$ cat src/hdl/ihc_pkg.sv
// Package for the IPv4 header check and classifier.
// Holds the packet summary record, verdict and class codes, header offsets
// and the one's complement add. No dependencies.
package ihc_pkg;

  localparam int QueueDepth = 4;
  localparam int QueueAddrW = $clog2(QueueDepth);

  localparam logic [15:0] MinHeader = 16'd20;
  localparam logic [15:0] WordMask = 16'hFFFF;
  localparam logic [31:0] AllOnes = 32'hFFFF_FFFF;
  localparam logic [7:0] LastOctetMask = 8'hFF;
  localparam logic [3:0] IpVersion4 = 4'd4;

  localparam logic [15:0] OffVersionIhl = 16'd0;
  localparam logic [15:0] OffTotalLenHi = 16'd2;
  localparam logic [15:0] OffTotalLenLo = 16'd3;
  localparam logic [15:0] OffProtocol = 16'd9;
  localparam logic [15:0] OffChecksumHi = 16'd10;
  localparam logic [15:0] OffChecksumLo = 16'd11;
  localparam logic [13:0] SourceWord = 14'd3;
  localparam logic [13:0] DestWord = 14'd4;

  localparam logic [7:0] ProtoIcmp = 8'd1;
  localparam logic [7:0] ProtoUdp = 8'd17;
  localparam logic [7:0] ProtoTcp = 8'd6;

  typedef enum logic [2:0] {
    VERDICT_ACCEPT = 3'd0,
    VERDICT_TOO_SHORT = 3'd1,
    VERDICT_BAD_VERSION = 3'd2,
    VERDICT_BAD_HLEN = 3'd3,
    VERDICT_BAD_CHECKSUM = 3'd4,
    VERDICT_NOT_OURS = 3'd5
  } verdict_t;

  typedef enum logic [1:0] {
    CLASS_ICMP = 2'd0,
    CLASS_UDP = 2'd1,
    CLASS_TCP = 2'd2,
    CLASS_OTHER = 2'd3
  } proto_class_t;

  typedef struct packed {
    logic [7:0] version_ihl;
    logic [15:0] tot_len;
    logic [7:0] protocol;
    logic [15:0] stored_checksum;
    logic [31:0] source;
    logic [31:0] dest;
    logic [15:0] running_sum;
    logic [15:0] byte_count;
  } pkt_rec_t;

  function automatic logic [15:0] ones_add(input logic [15:0] a, input logic [15:0] b);
    logic [16:0] s;
    s = {1'b0, a} + {1'b0, b};
    return s[15:0] + {15'd0, s[16]};
  endfunction

  function automatic proto_class_t class_of(input logic [7:0] proto);
    proto_class_t c;
    priority if (proto == ProtoIcmp) c = CLASS_ICMP;
    else if (proto == ProtoUdp) c = CLASS_UDP;
    else if (proto == ProtoTcp) c = CLASS_TCP;
    else c = CLASS_OTHER;
    return c;
  endfunction

endpackage

$ cat src/hdl/ihc_front.sv
// Front end of the IPv4 header check: takes packet bytes, captures header
// fields and folds the header checksum, then hands a summary record to the
// queue on the last byte. Depends on ihc_pkg.
module ihc_front import ihc_pkg::*; (
  input  logic       clk,
  input  logic       rst,
  input  logic       in_valid,
  output logic       in_ready,
  input  logic [7:0] data_byte,
  input  logic       end_of_packet,
  input  logic       queue_full,
  output logic       push,
  output pkt_rec_t   push_rec
);

  logic [15:0] byte_position, byte_position_next;
  logic [7:0] version_ihl, version_ihl_next;
  logic [15:0] tot_len, tot_len_next;
  logic [7:0] protocol, protocol_next;
  logic [15:0] stored_checksum, stored_checksum_next;
  logic [31:0] source, source_next;
  logic [31:0] dest, dest_next;
  logic [15:0] running_sum, running_sum_next;
  logic [7:0] high_byte_hold, high_byte_hold_next;
  logic [5:0] hdr_len;
  logic in_header;
  logic [7:0] sum_byte;
  logic accept;

  assign in_ready = !queue_full;
  assign accept = in_valid && in_ready;
  assign push = accept && end_of_packet;

  always_comb begin
    version_ihl_next = version_ihl;
    tot_len_next = tot_len;
    protocol_next = protocol;
    stored_checksum_next = stored_checksum;
    source_next = source;
    dest_next = dest;
    running_sum_next = running_sum;
    high_byte_hold_next = high_byte_hold;

    if (byte_position == OffVersionIhl) version_ihl_next = data_byte;
    if (byte_position == OffTotalLenHi) tot_len_next[15:8] = data_byte;
    if (byte_position == OffTotalLenLo) tot_len_next[7:0] = data_byte;
    if (byte_position == OffProtocol) protocol_next = data_byte;
    if (byte_position == OffChecksumHi) stored_checksum_next[15:8] = data_byte;
    if (byte_position == OffChecksumLo) stored_checksum_next[7:0] = data_byte;
    if (byte_position[15:2] == SourceWord) begin
      source_next[{byte_position[1:0], 3'b000} +: 8] = data_byte;
    end
    if (byte_position[15:2] == DestWord) begin
      dest_next[{byte_position[1:0], 3'b000} +: 8] = data_byte;
    end

    hdr_len = {version_ihl_next[3:0], 2'b00};
    in_header = ({10'd0, hdr_len} > byte_position) || (byte_position == OffVersionIhl);
    sum_byte = (byte_position == OffChecksumHi || byte_position == OffChecksumLo) ?
               8'd0 : data_byte;
    if (in_header) begin
      if (!byte_position[0]) begin
        high_byte_hold_next = sum_byte;
      end else begin
        running_sum_next = ones_add(running_sum, {high_byte_hold, sum_byte});
      end
    end

    byte_position_next = (byte_position != WordMask) ? byte_position + 16'd1 : byte_position;

    push_rec.version_ihl = version_ihl_next;
    push_rec.tot_len = tot_len_next;
    push_rec.protocol = protocol_next;
    push_rec.stored_checksum = stored_checksum_next;
    push_rec.source = source_next;
    push_rec.dest = dest_next;
    push_rec.running_sum = running_sum_next;
    push_rec.byte_count = byte_position_next;
  end

  always_ff @(posedge clk) begin
    if (rst || push) begin
      byte_position <= '0;
      version_ihl <= '0;
      tot_len <= '0;
      protocol <= '0;
      stored_checksum <= '0;
      source <= '0;
      dest <= '0;
      running_sum <= '0;
      high_byte_hold <= '0;
    end else if (accept) begin
      byte_position <= byte_position_next;
      version_ihl <= version_ihl_next;
      tot_len <= tot_len_next;
      protocol <= protocol_next;
      stored_checksum <= stored_checksum_next;
      source <= source_next;
      dest <= dest_next;
      running_sum <= running_sum_next;
      high_byte_hold <= high_byte_hold_next;
    end
  end

`ifndef NO_ASSERTIONS
  a_clear_after_last: assert property (@(posedge clk) disable iff (rst)
    push |=> (byte_position == '0 && running_sum == '0 && version_ihl == '0))
    else $error("packet state not cleared after last byte");
`endif

endmodule

$ cat src/hdl/ihc_queue.sv
// Short queue of packet summary records between the front and back ends.
// Flip-flop storage, one write and one read position. Depends on ihc_pkg.
module ihc_queue import ihc_pkg::*; (
  input  logic     clk,
  input  logic     rst,
  input  logic     push,
  input  pkt_rec_t push_rec,
  output logic     full,
  output logic     head_valid,
  output pkt_rec_t head,
  input  logic     pop
);

  pkt_rec_t entries [QueueDepth];
  logic [QueueAddrW-1:0] wr_ptr;
  logic [QueueAddrW-1:0] rd_ptr;
  logic [QueueAddrW:0] count;

  assign full = (count == (QueueAddrW+1)'(QueueDepth));
  assign head_valid = (count != '0);
  assign head = entries[rd_ptr];

  always_ff @(posedge clk) begin
    if (push) begin
      entries[wr_ptr] <= push_rec;
    end
  end

  always_ff @(posedge clk) begin
    if (rst) begin
      wr_ptr <= '0;
      rd_ptr <= '0;
      count <= '0;
    end else begin
      if (push) wr_ptr <= wr_ptr + 1'b1;
      if (pop) rd_ptr <= rd_ptr + 1'b1;
      if (push && !pop) count <= count + 1'b1;
      else if (pop && !push) count <= count - 1'b1;
    end
  end

`ifndef NO_ASSERTIONS
  a_no_overflow: assert property (@(posedge clk) disable iff (rst)
    push |-> !full)
    else $error("queue written while full");
  a_no_underflow: assert property (@(posedge clk) disable iff (rst)
    pop |-> head_valid)
    else $error("queue read while empty");
`endif

endmodule

$ cat src/hdl/ihc_back.sv
// Back end of the IPv4 header check: judges one packet summary record per
// cycle, unless stalled, on lengths, version, checksum and own address, and
// holds the result in an output register. Depends on ihc_pkg.
module ihc_back import ihc_pkg::*; (
  input  logic        clk,
  input  logic        rst,
  input  logic        cfg_write,
  input  logic [31:0] cfg_data,
  input  logic        head_valid,
  input  pkt_rec_t    head,
  output logic        pop,
  output logic        out_valid,
  input  logic        out_ready,
  output logic [2:0]  verdict,
  output logic [1:0]  protocol_class,
  output logic [5:0]  header_length,
  output logic [15:0] payload_length,
  output logic [31:0] source_address,
  output logic [31:0] dest_address
);

  logic [31:0] own_address;
  verdict_t verdict_next;
  logic [5:0] hdr_len;
  logic [15:0] hdr_len16;
  logic [15:0] length_diff;
  logic [15:0] avail;
  logic [15:0] payload;

  assign pop = head_valid && (!out_valid || out_ready);

  always_comb begin
    hdr_len = {head.version_ihl[3:0], 2'b00};
    hdr_len16 = {10'd0, hdr_len};
    length_diff = head.tot_len - hdr_len16;
    avail = head.byte_count - hdr_len16;
    payload = (length_diff > avail) ? avail : length_diff;

    priority if (head.byte_count < MinHeader) verdict_next = VERDICT_TOO_SHORT;
    else if (head.version_ihl[7:4] != IpVersion4) verdict_next = VERDICT_BAD_VERSION;
    else if (hdr_len16 < MinHeader || hdr_len16 > head.byte_count) begin
      verdict_next = VERDICT_BAD_HLEN;
    end else if (head.stored_checksum != '0 && ~head.running_sum != head.stored_checksum) begin
      verdict_next = VERDICT_BAD_CHECKSUM;
    end else if (head.dest != own_address && head.dest != AllOnes &&
                 head.dest[31:24] != LastOctetMask) begin
      verdict_next = VERDICT_NOT_OURS;
    end else verdict_next = VERDICT_ACCEPT;
  end

  always_ff @(posedge clk) begin
    if (rst) begin
      own_address <= '0;
    end else if (cfg_write) begin
      own_address <= cfg_data;
    end
  end

  always_ff @(posedge clk) begin
    if (rst) begin
      out_valid <= 1'b0;
    end else if (pop) begin
      out_valid <= 1'b1;
    end else if (out_ready) begin
      out_valid <= 1'b0;
    end
  end

  always_ff @(posedge clk) begin
    if (pop) begin
      verdict <= verdict_next;
      if (verdict_next == VERDICT_ACCEPT) begin
        protocol_class <= class_of(head.protocol);
        header_length <= hdr_len;
        payload_length <= payload;
        source_address <= head.source;
        dest_address <= head.dest;
      end else begin
        protocol_class <= '0;
        header_length <= '0;
        payload_length <= '0;
        source_address <= '0;
        dest_address <= '0;
      end
    end
  end

`ifndef NO_ASSERTIONS
  a_reject_zeroed: assert property (@(posedge clk) disable iff (rst)
    (out_valid && verdict != VERDICT_ACCEPT) |->
      (protocol_class == '0 && header_length == '0 && payload_length == '0 &&
       source_address == '0 && dest_address == '0))
    else $error("rejected packet carries nonzero fields");
  a_accept_hdr_len: assert property (@(posedge clk) disable iff (rst)
    (out_valid && verdict == VERDICT_ACCEPT) |-> ({10'd0, header_length} >= MinHeader))
    else $error("accepted packet with short header");
`endif

endmodule

$ cat src/hdl/ipv4_header_check_classify.sv
// Top level of the IPv4 receive header check and classifier.
// Instantiates ihc_front, ihc_queue and ihc_back; types from ihc_pkg.
//
// Packet bytes enter on the input channel (in_valid, in_ready, data_byte,
// end_of_packet) in wire order, one byte per cycle at full rate. Each packet
// yields exactly one transaction on the output channel (out_valid, out_ready)
// carrying the verdict and, on acceptance, the protocol class, header length,
// clamped payload length and both addresses; rejected packets carry zeros.
// A packet's result follows its last accepted byte: the front end folds the
// byte into a summary record that enters a four-entry queue, and the back
// end judges one record per cycle, unless stalled, into the output register.
// The sustained rate is one byte per cycle, and one result per cycle for
// back-to-back one-byte packets, given a ready receiver. When the receiver
// stalls, the output register and the queue fill; in_ready drops only once
// the queue holds four pending records. The user must write the own address
// (cfg_write, cfg_data) only while idle; the block does not enforce this.
// Synchronous reset clears the packet state, the queue and the own address.
module ipv4_header_check_classify import ihc_pkg::*; (
  input  logic        clk,
  input  logic        rst,
  input  logic        cfg_write,
  input  logic [31:0] cfg_data,
  input  logic        in_valid,
  output logic        in_ready,
  input  logic [7:0]  data_byte,
  input  logic        end_of_packet,
  output logic        out_valid,
  input  logic        out_ready,
  output logic [2:0]  verdict,
  output logic [1:0]  protocol_class,
  output logic [5:0]  header_length,
  output logic [15:0] payload_length,
  output logic [31:0] source_address,
  output logic [31:0] dest_address
);

  logic queue_full;
  logic push;
  pkt_rec_t push_rec;
  logic head_valid;
  pkt_rec_t head;
  logic pop;

  ihc_front u_front (
    .clk           (clk),
    .rst           (rst),
    .in_valid      (in_valid),
    .in_ready      (in_ready),
    .data_byte     (data_byte),
    .end_of_packet (end_of_packet),
    .queue_full    (queue_full),
    .push          (push),
    .push_rec      (push_rec)
  );

  ihc_queue u_queue (
    .clk        (clk),
    .rst        (rst),
    .push       (push),
    .push_rec   (push_rec),
    .full       (queue_full),
    .head_valid (head_valid),
    .head       (head),
    .pop        (pop)
  );

  ihc_back u_back (
    .clk            (clk),
    .rst            (rst),
    .cfg_write      (cfg_write),
    .cfg_data       (cfg_data),
    .head_valid     (head_valid),
    .head           (head),
    .pop            (pop),
    .out_valid      (out_valid),
    .out_ready      (out_ready),
    .verdict        (verdict),
    .protocol_class (protocol_class),
    .header_length  (header_length),
    .payload_length (payload_length),
    .source_address (source_address),
    .dest_address   (dest_address)
  );

endmodule
$ cat config.mk
export PLATFORM = sky130hd
export DESIGN_NAME = ipv4_header_check_classify
export DESIGN_NICKNAME = d
export VERILOG_FILES = /design/src/hdl/ihc_pkg.sv /design/src/hdl/ihc_front.sv /design/src/hdl/ihc_queue.sv /design/src/hdl/ihc_back.sv /design/src/hdl/ipv4_header_check_classify.sv
export SDC_FILE = /design/constraint.sdc
export NUM_CORES = 1
export LEC_CHECK = 0
export BUFFER_PORTS_ARGS = -buffer_cell sky130_fd_sc_hd__buf_2
export CAP_MARGIN = 20
export CORE_UTILIZATION = 58
export CTS_BUF_LIST = sky130_fd_sc_hd__clkbuf_8
export DETAILED_ROUTE_END_ITERATION = 8
export PLACE_DENSITY = 0.78
export SLEW_MARGIN = 30
export SYNTH_ARGS = -nofsm -noshare
export SYNTH_HDL_FRONTEND = slang
export SYNTH_SLANG_ARGS = --single-unit
$ cat constraint.sdc
create_clock -name clk -period 6.3 [get_ports clk]
set_input_delay 0.63 -clock clk [delete_from_list [all_inputs] [get_ports clk]]
set_output_delay 0.63 -clock clk [all_outputs]
set_load 0.01 [all_outputs]
==> flow_summary.ini <==
[synth]
async_flop_share_pct = 0
yosysSeqAreaShare_pct = 66.35
synthCells = 2490
syn_area_um2 = 35950
ys.flop_type = edfxtp_1
netlist.area_leader.share_pct = 55.55
synthTopCellsByArea = edfxtp_1, dfxtp_1, mux4_2, nand2_1, xnor2_1
ys_warn_count = 0
ys_seq_elements = 859
post-synth-top-area-cell = edfxtp_1
synth-edff-count = 665
synth.distinct_cells = 70
syn-mean-instance-area_um2 = 14.44

[pwr]
leakage_nw = 14.28
powerDensity_nw_per_um2 = 379.1
peakVddDrop_uv = 283.0

[sta]
setup_viol_count_final = 0
rsz0062_at_grt = false
max_slew.worst_pin.slew_ns = 0.9853
min_period_over_period_pct = 92.12
fmax_ghz = 0.1723
fin_crit_ns = 5.803
drv_slew = 0
slew_headroom_pct = 34.32
setup_tns_ns = 0
skew_ns = 0.03681
hold_viol = 0

[clock_tree]
cts_root_buffer = clkbuf_8
clk_latency_ns = 0.78
cts_sinks = 859
clock_path_buffers = 3
cts_tree = yes
clkTransAtPathRegs_ns = 0.06
numCtsBuffers = 136
h-tree-depth = 4
postCtsHoldBufs = 0

[global_route]
first_global_vias = 21760
grt_start_max_net_pins = 120
grt_use_total_pct = 25.81
overflow = 0
antenna_found_initial = 4
grt_pass1_wl_mm = 122.9

[drt]
vias_per_cell = 6.082
drc = 0
num_vias = 21680
first_pass_iters = 5
routedWlPerCell_um = 22.52
drtAntennaViolNets = 0
drt-initial-drc-count = 1926
routed_wl_mm = 80.29

[worst_setup_path]
crit_slowest_cell = or4_1
cp_cell_sequence = nor4_1 -> nand3_1 -> or3_1 -> nor3_2 -> nand2_1 -> and3_1 -> ha_2 -> and3_1 -> o21ai_0 -> a21o_1 -> a21oi_1 -> o21ai_0 -> a21oi_1 -> o21ai_0 -> nand2b_1 -> ha_1 -> and3_1 -> nand3_1 -> or4_1 -> nor4_1 -> xnor2_1 -> mux2_2
path_class = reg2reg
cp-end-kind = register
crit_start = u_front.byte_position[7]
startpoint_type = register
regToRegStartpoint = u_front.byte_position[7]
crit_end = u_queue.entries[3][29]
path_max_fanout = 10
r2r_slack_ns = 0.50
worstPathRequired_ns = 6.81
critPathMaxStageDelay_ns = 0.61
rr_worst_depth = 22
timing.rr.end = u_queue.entries[3][29]
worstPathArrival_ns = 6.31

[die]
die_h_um = 251.0
die_w_um = 251.0
die_area_um2 = 62980
start_util_pct = 59.12
ios = 139
fp-row-count = 90
core_area_um2 = 60810

[layout]
utilization_pct = 65.83
synthToLayoutAreaGrowth_pct = 11.35
fin_nets = 2775
drive_gt1_share_pct = 20.86

[placement]
hpwl_mm = 49.25
port_buffers = 136
gp_congestion = 0.8621

[worst_hold_path]
holdCritPathClass = in2reg

[run]
maxCapViolations = 0

[outcome]
status = finished, final reports clean
-- placed cells by master, fill, tap and decap left out, types with 55 or more instances in the layout --
cell type  count
a21oi_1      127
and3_1        86
buf_2        136
clkbuf_8     156
dfxtp_1      192
edfxtp_1     665
ha_1          55
inv_1         96
mux2_2        56
mux4_2       137
nand2_1      286
nor2_1       177
o21ai_0       65
xnor2_1       82
-- cell families (layout without fill, tap and decap cells) --
logic type / after synthesis / count (layout) / share of synthesized area (%)
compound gates: 305 / 305 / 5.162
xor+xnor: 115 / 115 / 2.802
fa+ha+maj: 61 / 61 / 2.207
buf+inv: 168 / 457 / 2.036
flops: 859 / 859 / 66.35
mux: 244 / 244 / 11.76
other cells: 1 / 5 / 0.01043
simple gates: 737 / 737 / 9.672
-- power by group --
part / leakage [nW] / switching [W] / internal (W)
sequential: 7.89 / 0.000210 / 0.00671
combinational: 4.85 / 0.00227 / 0.00162
clock: 1.54 / 0.00210 / 0.00226
-- flip-flops by register name, indices dropped and copies added (netlist names), 8 cells and up, named ones only --
signal / cells
u_front.running_sum: 16
u_back.dest_address: 32
u_queue.entries: 576
u_back.source_address: 32
u_front.protocol: 8
u_front.stored_checksum: 16
u_front.byte_position: 16
u_front.version_ihl: 8
u_front.high_byte_hold: 8
u_front.source: 32
u_back.own_address: 32
u_front.tot_len: 16
u_front.dest: 32
u_back.payload_length: 16
-- repair_timing --
| action | 4_1_cts | 5_1_grt |
|---|---|---|
| setup buffers | 0 | 1 |
| endpoints found under the setup margin | 0 | 33 |
| gates resized for setup | 0 | 8 |
-- worst max-delay path, delay by kind of cell, from the launching register on --
kind	cells	cell delay [ns]
AND/OR/NAND/NOR	12	3.24
AO/OA/AOI/OAI	6	0.88
adder cells (fa/ha/maj)	2	0.58
flip-flops	1	0.39
multiplexers	1	0.31
XOR/XNOR	1	0.13
-- Yosys cell counts, types with 56 or more instances --
cell	count
a21oi_1	128
and3_1	90
clkbuf_1	89
dfxtp_1	194
edfxtp_1	665
ha_1	57
mux2_2	56
mux4_2	137
nand2_1	287
nor2_1	177
o21ai_0	68
xnor2_1	82
-- stage by stage --
step | area (µm²) | hold WS [ns] | power [W] | worst slack (ns) | cells
5_1_grt | 40020 | 0.05376 | 0.01586 | 0.01678 | 3563
3_5_place_dp | 37400 | 0.4445 | 0.01092 | 0.3007 | 3310
4_1_cts | 39950 | 0.03747 | 0.01527 | 0.2828 | 3560
6_report | 40030 | 0.09299 | 0.01518 | 0.4966 | 3565
2_1_floorplan | 35960 | 0.4329 | 0.009806 | 0.7463 | 2491
3_3_place_gp | 37370 | 0.4378 | 0.01080 | 0.3388 | 3309
-- area by class of cell --
cell class,instances,area (µm²)
flip-flops and latches,859,23860
inverters,35,131.4
clock inverters,94,402.9
clock buffers,156,2147
multi-input cells,1464,11460
well taps,782,978.4
repair buffers,172,1041
fillers,4138,20780
diodes,3,7.507
-- worst min-delay path by stage --
stage | depth (start not counted) | start | endpoint | slack (ns)
5_1_grt | 3 | cfg_data[13] | u_back.own_address[13] | 0.05
4_1_cts | 3 | cfg_data[13] | u_back.own_address[13] | 0.04
3_3_place_gp | 2 | u_front.version_ihl[7] | u_front.version_ihl[7] | 0.44
3_5_place_dp | 2 | u_front.version_ihl[0] | u_front.version_ihl[0] | 0.44
2_1_floorplan | 2 | u_front.protocol[0] | u_front.protocol[0] | 0.43
6_report | 3 | cfg_data[13] | u_back.own_address[13] | 0.09
-- metal layers --
layer  GRT usage [%]  vias to the layer above  share of wire, %
met2           42.84                      916                49
met5               0                        -                 0
met4           9.686                        0               2.7
met1           33.86                    10880                41
li1                -                     9733                 -
met3           5.177                      148               7.3
Power figures use the tool's default switching activity.
